File: src/rtl/wbps_pkg.sv
// Shared types, constants and match function of the wildcard byte pattern search.
`timescale 1ns / 1ps
package wbps_pkg;

   localparam int BYTE_W        = 8;
   localparam int LEN_W         = 4;
   localparam int POS_W         = 32;
   localparam int START_W       = 32;
   localparam int ENABLE_W      = 8;
   localparam int VECTOR_W      = 64;
   localparam int CSR_INDEX_W   = 3;
   localparam int CSR_DATA_W    = 64;

   localparam logic [BYTE_W-1:0] HIGH_NIBBLE = 8'hF0;
   localparam logic [BYTE_W-1:0] LOW_NIBBLE  = 8'h0F;

   localparam logic [LEN_W-1:0] LENGTH_RESET = 4'd1;

   typedef enum logic [CSR_INDEX_W-1:0] {
      CSR_PATTERN_LENGTH     = 3'd0,
      CSR_PRIMARY_VALUES     = 3'd1,
      CSR_PRIMARY_CARE_MASKS = 3'd2,
      CSR_SECOND_VALUES      = 3'd3,
      CSR_SECOND_CARE_MASKS  = 3'd4,
      CSR_SECOND_ENABLE      = 3'd5,
      CSR_START_OFFSET       = 3'd6
   } csr_index_type;

   typedef struct packed {
      logic [VECTOR_W-1:0] primary_values;
      logic [VECTOR_W-1:0] primary_care_masks;
      logic [VECTOR_W-1:0] second_values;
      logic [VECTOR_W-1:0] second_care_masks;
      logic [ENABLE_W-1:0] second_enable;
   } pattern_type;

   function automatic logic nibble_match(input logic [BYTE_W-1:0] data,
                                         input logic [BYTE_W-1:0] value,
                                         input logic [BYTE_W-1:0] mask);
      logic [BYTE_W-1:0] care;
      care = ({BYTE_W{|(mask & HIGH_NIBBLE)}} & HIGH_NIBBLE) |
             ({BYTE_W{|(mask & LOW_NIBBLE)}} & LOW_NIBBLE);
      return ((data ^ value) & care) == '0;
   endfunction

endpackage

File: src/rtl/wbps_channels.sv
// Request and response channel interfaces of the wildcard byte pattern search.
`timescale 1ns / 1ps
interface wbps_req_if;
   logic                        valid;
   logic                        ready;
   logic [wbps_pkg::BYTE_W-1:0] data_byte;
   logic                        first_of_block;
   logic                        last_of_block;

   modport source (output valid, output data_byte, output first_of_block,
                   output last_of_block, input ready);
   modport sink (input valid, input data_byte, input first_of_block,
                 input last_of_block, output ready);
endinterface

interface wbps_rsp_if;
   logic                       valid;
   logic                       ready;
   logic                       match_found;
   logic [wbps_pkg::POS_W-1:0] match_position;
   logic                       search_failed;

   modport source (output valid, output match_found, output match_position,
                   output search_failed, input ready);
   modport sink (input valid, input match_found, input match_position,
                 input search_failed, output ready);
endinterface

File: src/rtl/wbps_position_match.sv
// Per-position byte comparison against primary and second alternatives.
`timescale 1ns / 1ps
module wbps_position_match #(
   parameter int PATTERN_POSITIONS = 8
) (
   input  wbps_pkg::pattern_type         pattern,
   input  logic [wbps_pkg::BYTE_W-1:0]   data_byte,
   output logic [PATTERN_POSITIONS-1:0]  hits
);
   import wbps_pkg::*;

   always_comb begin
      for (int i = 0; i < PATTERN_POSITIONS; i++) begin
         hits[i] = nibble_match(data_byte, pattern.primary_values[BYTE_W*i +: BYTE_W],
                                pattern.primary_care_masks[BYTE_W*i +: BYTE_W]) |
                   (pattern.second_enable[i] &
                    nibble_match(data_byte, pattern.second_values[BYTE_W*i +: BYTE_W],
                                 pattern.second_care_masks[BYTE_W*i +: BYTE_W]));
      end
   end

endmodule

File: src/rtl/wildcard_byte_pattern_search_top.sv
// Top level of the wildcard byte pattern search.
//
// Requests carry one byte of a block with first and last marks. A shift-and
// partial-match vector tracks every alignment, so the first occurrence in the
// block is found even where candidates overlap. Each request yields exactly
// one response: match_found with the offset of the match's first byte on the
// byte that completes the first match, or search_failed on a last byte of a
// block with no match. Offsets count from start_offset and saturate.
//
// A request passes the input register and then the result register to its response.
// Throughput: one request per cycle while responses are taken, set by the
// input and result registers with one pass of compare and shift logic between
// them. When the receiver stalls, the response holds and the input register
// still takes one more request; ready then drops until the response is taken.
// Reset clears the pipeline, the match state and all pattern registers
// (length one, values and masks zero, start offset zero). The user must write
// pattern registers through the csr port while the block is idle; not enforced.
`timescale 1ns / 1ps
module wildcard_byte_pattern_search_top #(
   parameter int PATTERN_POSITIONS = 8,
   parameter int OFFSET_BITS       = 32
) (
   input  logic                             clock,
   input  logic                             reset,
   input  logic                             csr_write_enable,
   input  logic [wbps_pkg::CSR_INDEX_W-1:0] csr_index,
   input  logic [wbps_pkg::CSR_DATA_W-1:0]  csr_write_data,
   wbps_req_if.sink                         req_bus,
   wbps_rsp_if.source                       rsp_bus
);
   import wbps_pkg::*;

   localparam int CMP_W = (OFFSET_BITS > START_W) ? OFFSET_BITS : START_W;
   localparam logic [OFFSET_BITS-1:0] OFF_MAX = {OFFSET_BITS{1'b1}};
   localparam logic [CMP_W-1:0] OFF_MAX_WIDE = CMP_W'(OFF_MAX);
   localparam logic [CMP_W-1:0] POS_MAX_WIDE = CMP_W'({POS_W{1'b1}});
   localparam logic [LEN_W-1:0] POS_LIMIT = LEN_W'(PATTERN_POSITIONS);

   logic [LEN_W-1:0]             pattern_length_ff;
   pattern_type                  pattern_ff;
   logic [START_W-1:0]           start_offset_ff;

   logic                         s1_valid_ff;
   logic [BYTE_W-1:0]            s1_byte_ff;
   logic                         s1_first_ff;
   logic                         s1_last_ff;

   logic [PATTERN_POSITIONS-1:0] pmv_ff;
   logic [PATTERN_POSITIONS-1:0] pmv_in;
   logic [OFFSET_BITS-1:0]       offset_ff;
   logic [OFFSET_BITS-1:0]       offset_in;
   logic                         found_ff;
   logic                         found_in;

   logic                         out_valid_ff;
   logic                         out_found_ff;
   logic [POS_W-1:0]             out_pos_ff;
   logic                         out_failed_ff;

   logic                         s1_advance;
   logic                         req_accept;
   logic [PATTERN_POSITIONS-1:0] hits;
   logic [PATTERN_POSITIONS-1:0] len_mask;
   logic [PATTERN_POSITIONS-1:0] top_mask;
   logic [PATTERN_POSITIONS-1:0] pmv_base;
   logic [LEN_W-1:0]             len_eff;
   logic [LEN_W-1:0]             len_m1;
   logic                         found_base;
   logic                         match_now;
   logic                         failed_now;
   logic [CMP_W-1:0]             start_wide;
   logic [OFFSET_BITS-1:0]       off;
   logic [OFFSET_BITS-1:0]       pos_off;
   logic [CMP_W-1:0]             pos_wide;
   logic [POS_W-1:0]             pos_sat;

   assign s1_advance    = s1_valid_ff && (!out_valid_ff || rsp_bus.ready);
   assign req_bus.ready = !s1_valid_ff || s1_advance;
   assign req_accept    = req_bus.valid && req_bus.ready;

   wbps_position_match #(
      .PATTERN_POSITIONS(PATTERN_POSITIONS)
   ) u_match (
      .pattern   (pattern_ff),
      .data_byte (s1_byte_ff),
      .hits      (hits)
   );

   always_comb begin
      len_eff = (pattern_length_ff > POS_LIMIT) ? POS_LIMIT : pattern_length_ff;
      len_m1  = len_eff - LEN_W'(1);
      for (int i = 0; i < PATTERN_POSITIONS; i++) begin
         len_mask[i] = LEN_W'(i) < len_eff;
         top_mask[i] = LEN_W'(i + 1) == len_eff;
      end
      pmv_base   = s1_first_ff ? '0 : pmv_ff;
      found_base = s1_first_ff ? 1'b0 : found_ff;
      pmv_in     = ((pmv_base << 1) | PATTERN_POSITIONS'(1)) & hits & len_mask;
      match_now  = (|(pmv_in & top_mask)) && !found_base;
      found_in   = found_base || match_now;
      failed_now = s1_last_ff && !found_in;

      start_wide = CMP_W'(start_offset_ff);
      if (!s1_first_ff) begin
         off = offset_ff;
      end else if (start_wide > OFF_MAX_WIDE) begin
         off = OFF_MAX;
      end else begin
         off = OFFSET_BITS'(start_wide);
      end
      offset_in = (off == OFF_MAX) ? off : off + OFFSET_BITS'(1);

      pos_off  = (off >= OFFSET_BITS'(len_m1)) ? off - OFFSET_BITS'(len_m1) : '0;
      pos_wide = CMP_W'(pos_off);
      pos_sat  = (pos_wide > POS_MAX_WIDE) ? {POS_W{1'b1}} : pos_wide[POS_W-1:0];
   end

   always_ff @(posedge clock) begin
      if (reset) begin
         pattern_length_ff <= LENGTH_RESET;
         pattern_ff        <= '0;
         start_offset_ff   <= '0;
      end else if (csr_write_enable) begin
         unique case (csr_index_type'(csr_index))
            CSR_PATTERN_LENGTH:     pattern_length_ff <= csr_write_data[LEN_W-1:0];
            CSR_PRIMARY_VALUES:     pattern_ff.primary_values <= csr_write_data;
            CSR_PRIMARY_CARE_MASKS: pattern_ff.primary_care_masks <= csr_write_data;
            CSR_SECOND_VALUES:      pattern_ff.second_values <= csr_write_data;
            CSR_SECOND_CARE_MASKS:  pattern_ff.second_care_masks <= csr_write_data;
            CSR_SECOND_ENABLE:      pattern_ff.second_enable <= csr_write_data[ENABLE_W-1:0];
            CSR_START_OFFSET:       start_offset_ff <= csr_write_data[START_W-1:0];
            default: ;
         endcase
      end
   end

   always_ff @(posedge clock) begin
      if (reset) begin
         s1_valid_ff  <= 1'b0;
         out_valid_ff <= 1'b0;
         pmv_ff       <= '0;
         offset_ff    <= '0;
         found_ff     <= 1'b0;
      end else begin
         if (req_accept) begin
            s1_valid_ff <= 1'b1;
         end else if (s1_advance) begin
            s1_valid_ff <= 1'b0;
         end
         if (s1_advance) begin
            out_valid_ff <= 1'b1;
            pmv_ff       <= pmv_in;
            offset_ff    <= offset_in;
            found_ff     <= found_in;
         end else if (rsp_bus.ready) begin
            out_valid_ff <= 1'b0;
         end
      end
   end

   always_ff @(posedge clock) begin
      if (req_accept) begin
         s1_byte_ff  <= req_bus.data_byte;
         s1_first_ff <= req_bus.first_of_block;
         s1_last_ff  <= req_bus.last_of_block;
      end
      if (s1_advance) begin
         out_found_ff  <= match_now;
         out_pos_ff    <= match_now ? pos_sat : '0;
         out_failed_ff <= failed_now;
      end
   end

   assign rsp_bus.valid          = out_valid_ff;
   assign rsp_bus.match_found    = out_found_ff;
   assign rsp_bus.match_position = out_pos_ff;
   assign rsp_bus.search_failed  = out_failed_ff;

   a_found_not_failed: assert property (@(posedge clock) disable iff (reset)
      out_valid_ff |-> !(out_found_ff && out_failed_ff))
      else $error("match and failure reported together");

   a_match_sets_found: assert property (@(posedge clock) disable iff (reset)
      (s1_advance && match_now) |=> found_ff)
      else $error("match not recorded in state");

   a_ready_only_on_stall: assert property (@(posedge clock) disable iff (reset)
      !req_bus.ready |-> (s1_valid_ff && out_valid_ff && !rsp_bus.ready))
      else $error("request refused without a stall");

endmodule

File: src/flat_wrapper.sv
// flat-port wrapper written by rule: the top's interface ports become plain ports
module wildcard_byte_pattern_search_top_flat import wbps_pkg::*;
#(
   parameter int PATTERN_POSITIONS = 8,
   parameter int OFFSET_BITS       = 32
)
  (clock, reset, csr_write_enable, csr_index, csr_write_data, req_bus_valid, req_bus_data_byte, req_bus_first_of_block, req_bus_last_of_block, req_bus_ready, rsp_bus_valid, rsp_bus_match_found, rsp_bus_match_position, rsp_bus_search_failed, rsp_bus_ready);
  wbps_req_if req_bus_i ();
  wbps_rsp_if rsp_bus_i ();
  input  logic clock;
  input  logic reset;
  input  logic csr_write_enable;
  input  logic [wbps_pkg::CSR_INDEX_W-1:0] csr_index;
  input  logic [wbps_pkg::CSR_DATA_W-1:0] csr_write_data;
  input wire logic [$bits(req_bus_i.valid)-1:0] req_bus_valid;
  input wire logic [$bits(req_bus_i.data_byte)-1:0] req_bus_data_byte;
  input wire logic [$bits(req_bus_i.first_of_block)-1:0] req_bus_first_of_block;
  input wire logic [$bits(req_bus_i.last_of_block)-1:0] req_bus_last_of_block;
  output wire logic [$bits(req_bus_i.ready)-1:0] req_bus_ready;
  output wire logic [$bits(rsp_bus_i.valid)-1:0] rsp_bus_valid;
  output wire logic [$bits(rsp_bus_i.match_found)-1:0] rsp_bus_match_found;
  output wire logic [$bits(rsp_bus_i.match_position)-1:0] rsp_bus_match_position;
  output wire logic [$bits(rsp_bus_i.search_failed)-1:0] rsp_bus_search_failed;
  input wire logic [$bits(rsp_bus_i.ready)-1:0] rsp_bus_ready;
  assign req_bus_i.valid = req_bus_valid;
  assign req_bus_i.data_byte = req_bus_data_byte;
  assign req_bus_i.first_of_block = req_bus_first_of_block;
  assign req_bus_i.last_of_block = req_bus_last_of_block;
  assign req_bus_ready = req_bus_i.ready;
  assign rsp_bus_valid = rsp_bus_i.valid;
  assign rsp_bus_match_found = rsp_bus_i.match_found;
  assign rsp_bus_match_position = rsp_bus_i.match_position;
  assign rsp_bus_search_failed = rsp_bus_i.search_failed;
  assign rsp_bus_i.ready = rsp_bus_ready;
  wildcard_byte_pattern_search_top #(.PATTERN_POSITIONS(PATTERN_POSITIONS), .OFFSET_BITS(OFFSET_BITS)) u_core (.clock(clock), .reset(reset), .csr_write_enable(csr_write_enable), .csr_index(csr_index), .csr_write_data(csr_write_data), .req_bus(req_bus_i), .rsp_bus(rsp_bus_i));
endmodule
File: config.mk
export PLATFORM = sky130hd
export DESIGN_NAME = wildcard_byte_pattern_search_top_flat
export DESIGN_NICKNAME = d
export VERILOG_FILES = /design/src/rtl/wbps_pkg.sv /design/src/rtl/wbps_channels.sv /design/src/rtl/wbps_position_match.sv /design/src/rtl/wildcard_byte_pattern_search_top.sv /design/src/flat_wrapper.sv
export SDC_FILE = /design/constraint.sdc
export NUM_CORES = 1
export LEC_CHECK = 0
export ABC_AREA = 1
export ABC_CLOCK_PERIOD_IN_PS = 8600
export BUFFER_PORTS_ARGS = -buffer_cell sky130_fd_sc_hd__buf_2
export CAP_MARGIN = 25
export CORE_MARGIN = 8
export CORE_UTILIZATION = 40
export CTS_CLUSTER_SIZE = 40
export DETAILED_ROUTE_END_ITERATION = 6
export GPL_TIMING_DRIVEN = 0
export PLACE_DENSITY_LB_ADDON = 0.08
export SKIP_LAST_GASP = 1
export SYNTH_ARGS = -nofsm -noshare
export SYNTH_HDL_FRONTEND = slang
export SYNTH_SLANG_ARGS = --single-unit
File: constraint.sdc
create_clock -name clock -period 8.6 [get_ports clock]
set_input_delay 2.15 -clock clock [delete_from_list [all_inputs] [get_ports clock]]
set_output_delay 2.15 -clock clock [all_outputs]
set_load 0.05 [all_outputs]
* Yosys cells after proc, flatten, opt, wreduce, memory -nomap -nowiden
Cells that the tools add are included.
Cells by class: bitwise gates (word level) 67, add/subtract/negate cells 3, muxes and demuxes 12, order comparisons 12, reduce and logical (&&, ||, !) cells 70, $mul 0, div/mod/pow operators 0, eq/ne operators 15, shifts and indexed selects 0
Operators by type and width (count):
- $mux 32 | 5
- $and 8x8->8 | 19
- $logic_not 8->1 | 16
- $or 8x4->8 | 16
- $reduce_or 4->1 | 32
- $xor 8x8->8 | 16
- $gt 32x32->1 const B | 2
- $add 32x1->32 const B | 1
- $eq 32x32->1 const B | 1
- $ge 32x4->1 | 1
- $sub 32x4->32 | 1
- $eq 3x4->1 const A | 4
- $lt 3x4->1 const A | 4
- $reduce_and 2->1 | 7
- $eq 3x3->1 const B | 3
- $and 1x1->1 | 8
- $eq 2x4->1 const A | 2
- $lt 1x4->1 const A | 2
- $lt 2x4->1 const A | 2
- $or 1x1->1 | 8
- $reduce_or 8->1 | 1
- $mux 7 | 1
- $eq 3x2->1 const B | 2
- $mux 1 | 5
- 11 further kinds | 20
Word-level totals: memories 0, logic and storage cells 197, bits in writable memories 0, input bits 82, bits in registers 386, output and inout port bits 36, latch bits 0, ROM bits 0

* Depth between registers and ports, before layout
depth in word-level cells 14, depth in mapped cells 19, gate-level depth less buffers 19

* Cells and area by module
From an unflattened synthesis, not the netlist that was laid out.
Unflattened totals: cells, all modules 2730, area total of the unflattened synthesis 18751.7 um2
Modules (own cells, without submodules):
- wildcard_byte_pattern_search_top | area an instance 16046.6 um2, seq. area each 8167.8 um2, times used 1, cells an instance 2138
- wbps_position_match | area an instance 2705.1 um2, seq. area each 0.0 um2, times used 1, cells an instance 592

* Worst setup path after synthesis
No wires, ideal clock.
path kind input to output, from input rsp_bus_ready, to output req_bus_ready, cell stages on the path 2, arrival 2.610 ns, data required time 6.450 ns, path buffers 0, setup slack 3.840 ns, path through inv_1 -> nand3_1
On the way: cells in the longest elaborated chain, start to end 3
RTL lines:
- start: declaration | line flat_wrapper.sv:24 | input wire logic [$bits(rsp_bus_i.ready)-1:0] rsp_bus_ready;
- $logic_or 1x1->1 | line wildcard_byte_pattern_search_top.sv:77 | assign s1_advance = s1_valid_ff && (!out_valid_ff || rsp_bus.ready);
- $logic_and 1x1->1 | line wildcard_byte_pattern_search_top.sv:77
- $logic_or 1x1->1 | line wildcard_byte_pattern_search_top.sv:78 | assign req_bus.ready = !s1_valid_ff || s1_advance;
- end: declaration | line flat_wrapper.sv:19 | output wire logic [$bits(req_bus_i.ready)-1:0] req_bus_ready;
No other way between the ends.

* Worst setup path after layout
Ends and elaborated chain as after synthesis.

==> flow_summary.yaml <==
clock_network:
  cts-resized-gates: 0
  cts_max_level: 2
  ctsLongestPathBuffers: 3
  cts_hold_buf: 0
  cts_made_buffers: 44
  tritoncts: "yes"
  cts.sinks: 386
  clk_pin_slew_ps: 60
  clock_tree.root_cell: "clkbuf_16"
  post_cts_buffers: 0
  clock_latency_ps: 580
sta:
  fin_skew_ps: 20.6
  slew_headroom: 0.301
  worst_slack_ps: 3810
  rsz0062_at_grt: "false"
  fmax_mhz: 209
  post-route-period-util: 0.557
  final.setup.tns_ps: 0
  period_minus_slack_ps: 4790
  hold_viol: 0
  finalSetupViolCount: 0
  report.final.slew_viol_count: 0
  worst_pin_slew_ps: 1050
critical_path:
  cp-start-kind: "primary input"
  path_max_fanout: 3
  cp.required_ps: 6450
  timing.rr.start: "u_core.pattern_length_ff[3]"
  cp-startpoint: "rsp_bus_ready"
  crit_type: "in -> out"
  reg2reg_slack_ps: 4960
  cp-end-kind: "primary output"
  cp.arrival_ps: 2640
placed_design:
  dp_slack_ps: 3800
  placed_area_um2: 19400
  gp_congestion: 0.882
  port_buffers: 117
  dpl.hpwl_um: 45800
floorplan:
  dieHeight_um: 228
  start_util: 0.407
  dieArea_um2: 52100
  core_area_um2: 44300
  die_x_um: 228
  ios: 118
  fp-row-count: 77
min_path:
  hold_start: "u_core.start_offset_ff[14]"
  hold_class: "reg -> reg"
global_route:
  grt_overflow_total: 0
  grt_pass1_vias: 16400
  antenna_found_initial: 1
  grt_util_all_layers: 0.233
  grt_start_max_net_pins: 39
  grt_first_pass_wirelength_um: 95300
layout:
  final_common_cell: "nor2_1"
  ff_latch_area_um2: 8170
  syn_to_final_growth_pct: 15.8
  final_cell_mix: "nor2_1 (749), nand2_1 (380), dfxtp_1 (342)"
  design_area_um2: 20900
  multi_input_area_um2: 8630
  drive_gt1_frac: 0.0970
  utilization: 0.471
  nets: 2794
  fillers: 4567
power:
  powerDensity_nw_per_um2: 212
  leakage_nw: 9.37
  vdd_drop_max_mv: 0.145
drt:
  antenna_left: 0
  drtPass1Iterations: 5
  drc_errors: 0
  drt-initial-drc-count: 1192
  vias_per_cell: 5.04
  vias: 16800
  drt_wl_total_um: 62300
  drt-wirelength-per-cell_um: 18.7
synthesis:
  synth.net_count: 2629
  yosysWarnings: 0
  ys_types: 37
  ys_seq_area_frac: 0.453
  ys_ff_latch: 386
  synth_cells: 2541
  synth.cell_area_um2: 18000
  syn_avg_cell_area_um2: 7.09
flow_run:
  maxCapViolCount: 0
status:
  status: "finished clean"
-- cells by family after synthesis --
kind of cell               count (synthesis)  synth area share
DFF                                      386             0.453
xor gates and xnor gates                 136            0.0661
and+or+nand+nor                         1240             0.271
AOI/OAI and AO/OA                        471             0.138
adders and majority gates                  6           0.00458
buffers and inverters                    302            0.0674
-- worst paths after layout --
path,endpoint,cells after the start
max,req_bus_ready,4
max reg2reg,u_core.rsp_bus.match_position[27],17
min,u_core.start_offset_ff[14],2
min reg2reg,u_core.start_offset_ff[14],2
-- per-stage QoR --
step                      hold WS (ps)  total power, mW  std cells
final                              459             4.43       3334
after detailed placement           452             2.54       3252
after floorplan                    429             2.33       2541
after global routing               482             4.60       3333
after CTS                          461             4.47       3333
after global placement             445             2.53       3250
-- Yosys cell counts --
| library cell | n | area, um^2 |
|---|---|---|
| xor2_1 | 109 | 955 |
| clkbuf_1 | 102 | 383 |
| o22ai_1 | 1 | 6.26 |
| fa_1 | 1 | 20.0 |
| nor3_1 | 24 | 120 |
| o31ai_1 | 5 | 37.5 |
| buf_2 | 17 | 85.1 |
| a41oi_1 | 2 | 17.5 |
| nor4_1 | 1 | 6.26 |
| nand3_2 | 2 | 20.0 |
| dfxtp_1 | 342 | 6850 |
| o211ai_1 | 6 | 45.0 |
| nor3_4 | 2 | 32.5 |
| nor2_4 | 2 | 22.5 |
| nor3_2 | 1 | 10.0 |
| ha_1 | 5 | 62.6 |
| inv_2 | 12 | 45.0 |
| o21ai_4 | 2 | 32.5 |
| nor2_1 | 749 | 2810 |
| buf_6 | 4 | 45.0 |
| nand3_1 | 52 | 260 |
| clkinv_1 | 2 | 7.51 |
| and2_1 | 2 | 12.5 |
| o21ai_1 | 14 | 70.1 |
| nand2_2 | 2 | 12.5 |
| inv_1 | 157 | 589 |
| nand2_1 | 380 | 1430 |
| xnor2_1 | 27 | 236 |
| edfxtp_1 | 44 | 1320 |
| buf_4 | 8 | 60.1 |
| nor2_2 | 6 | 37.5 |
| a21boi_2 | 1 | 11.3 |
| o21ai_2 | 15 | 131 |
| nand4_1 | 17 | 106 |
| a31oi_1 | 3 | 18.8 |
| o21ai_0 | 330 | 1650 |
| a21oi_1 | 92 | 460 |
-- layout make-up --
type	count	share of cell area
Multi-Input combinational cell	1853	0.414
Clock buffer	66	0.0632
Buffer	131	0.0275
Tap cell	592	0.0355
Sequential cell	386	0.392
Clock inverter	15	0.00756
Inverter	171	0.0308
Antenna cell	1	0.000120
Timing Repair Buffer	119	0.0298
-- state kept, by name, summed over array words and instances, names as in the netlist --
name / count
u_core.s1_last_ff: 1
u_core.rsp_bus.match_found: 1
u_core.start_offset_ff: 32
u_core.s1_valid_ff: 1
u_core.pattern_length_ff: 4
u_core.rsp_bus.valid: 1
u_core.pmv_ff: 7
u_core.offset_ff: 32
u_core.found_ff: 1
u_core.s1_first_ff: 1
u_core.rsp_bus.search_failed: 1
u_core.rsp_bus.match_position: 32
u_core.s1_byte_ff: 8
u_core.pattern_ff: 264
-- power breakdown --
| group | leakage [nW] | switching, mW | internal, mW | total [mW] |
|---|---|---|---|---|
| clock | 0.739 | 0.773 | 1.15 | 1.92 |
| combinational | 5.42 | 0.401 | 0.163 | 0.564 |
| sequential | 3.21 | 0.0358 | 1.90 | 1.94 |
| total | 9.37 | 1.21 | 3.22 | 4.43 |
-- metal layers --
metal	vias to the layer above	GRT usage	routed length, um
li1	8405	-	-
met1	7870	0.270	25500
met2	416	0.427	31600
met3	122	0.0295	2820
met4	2	0.0956	2430
met5	-	0	13
-- critical path, cell delays in order --
cell and delay (ps):
buf_2 70, inv_1 40, nand3_1 100, buf_2 280
(Power assumes the default switching activity.)
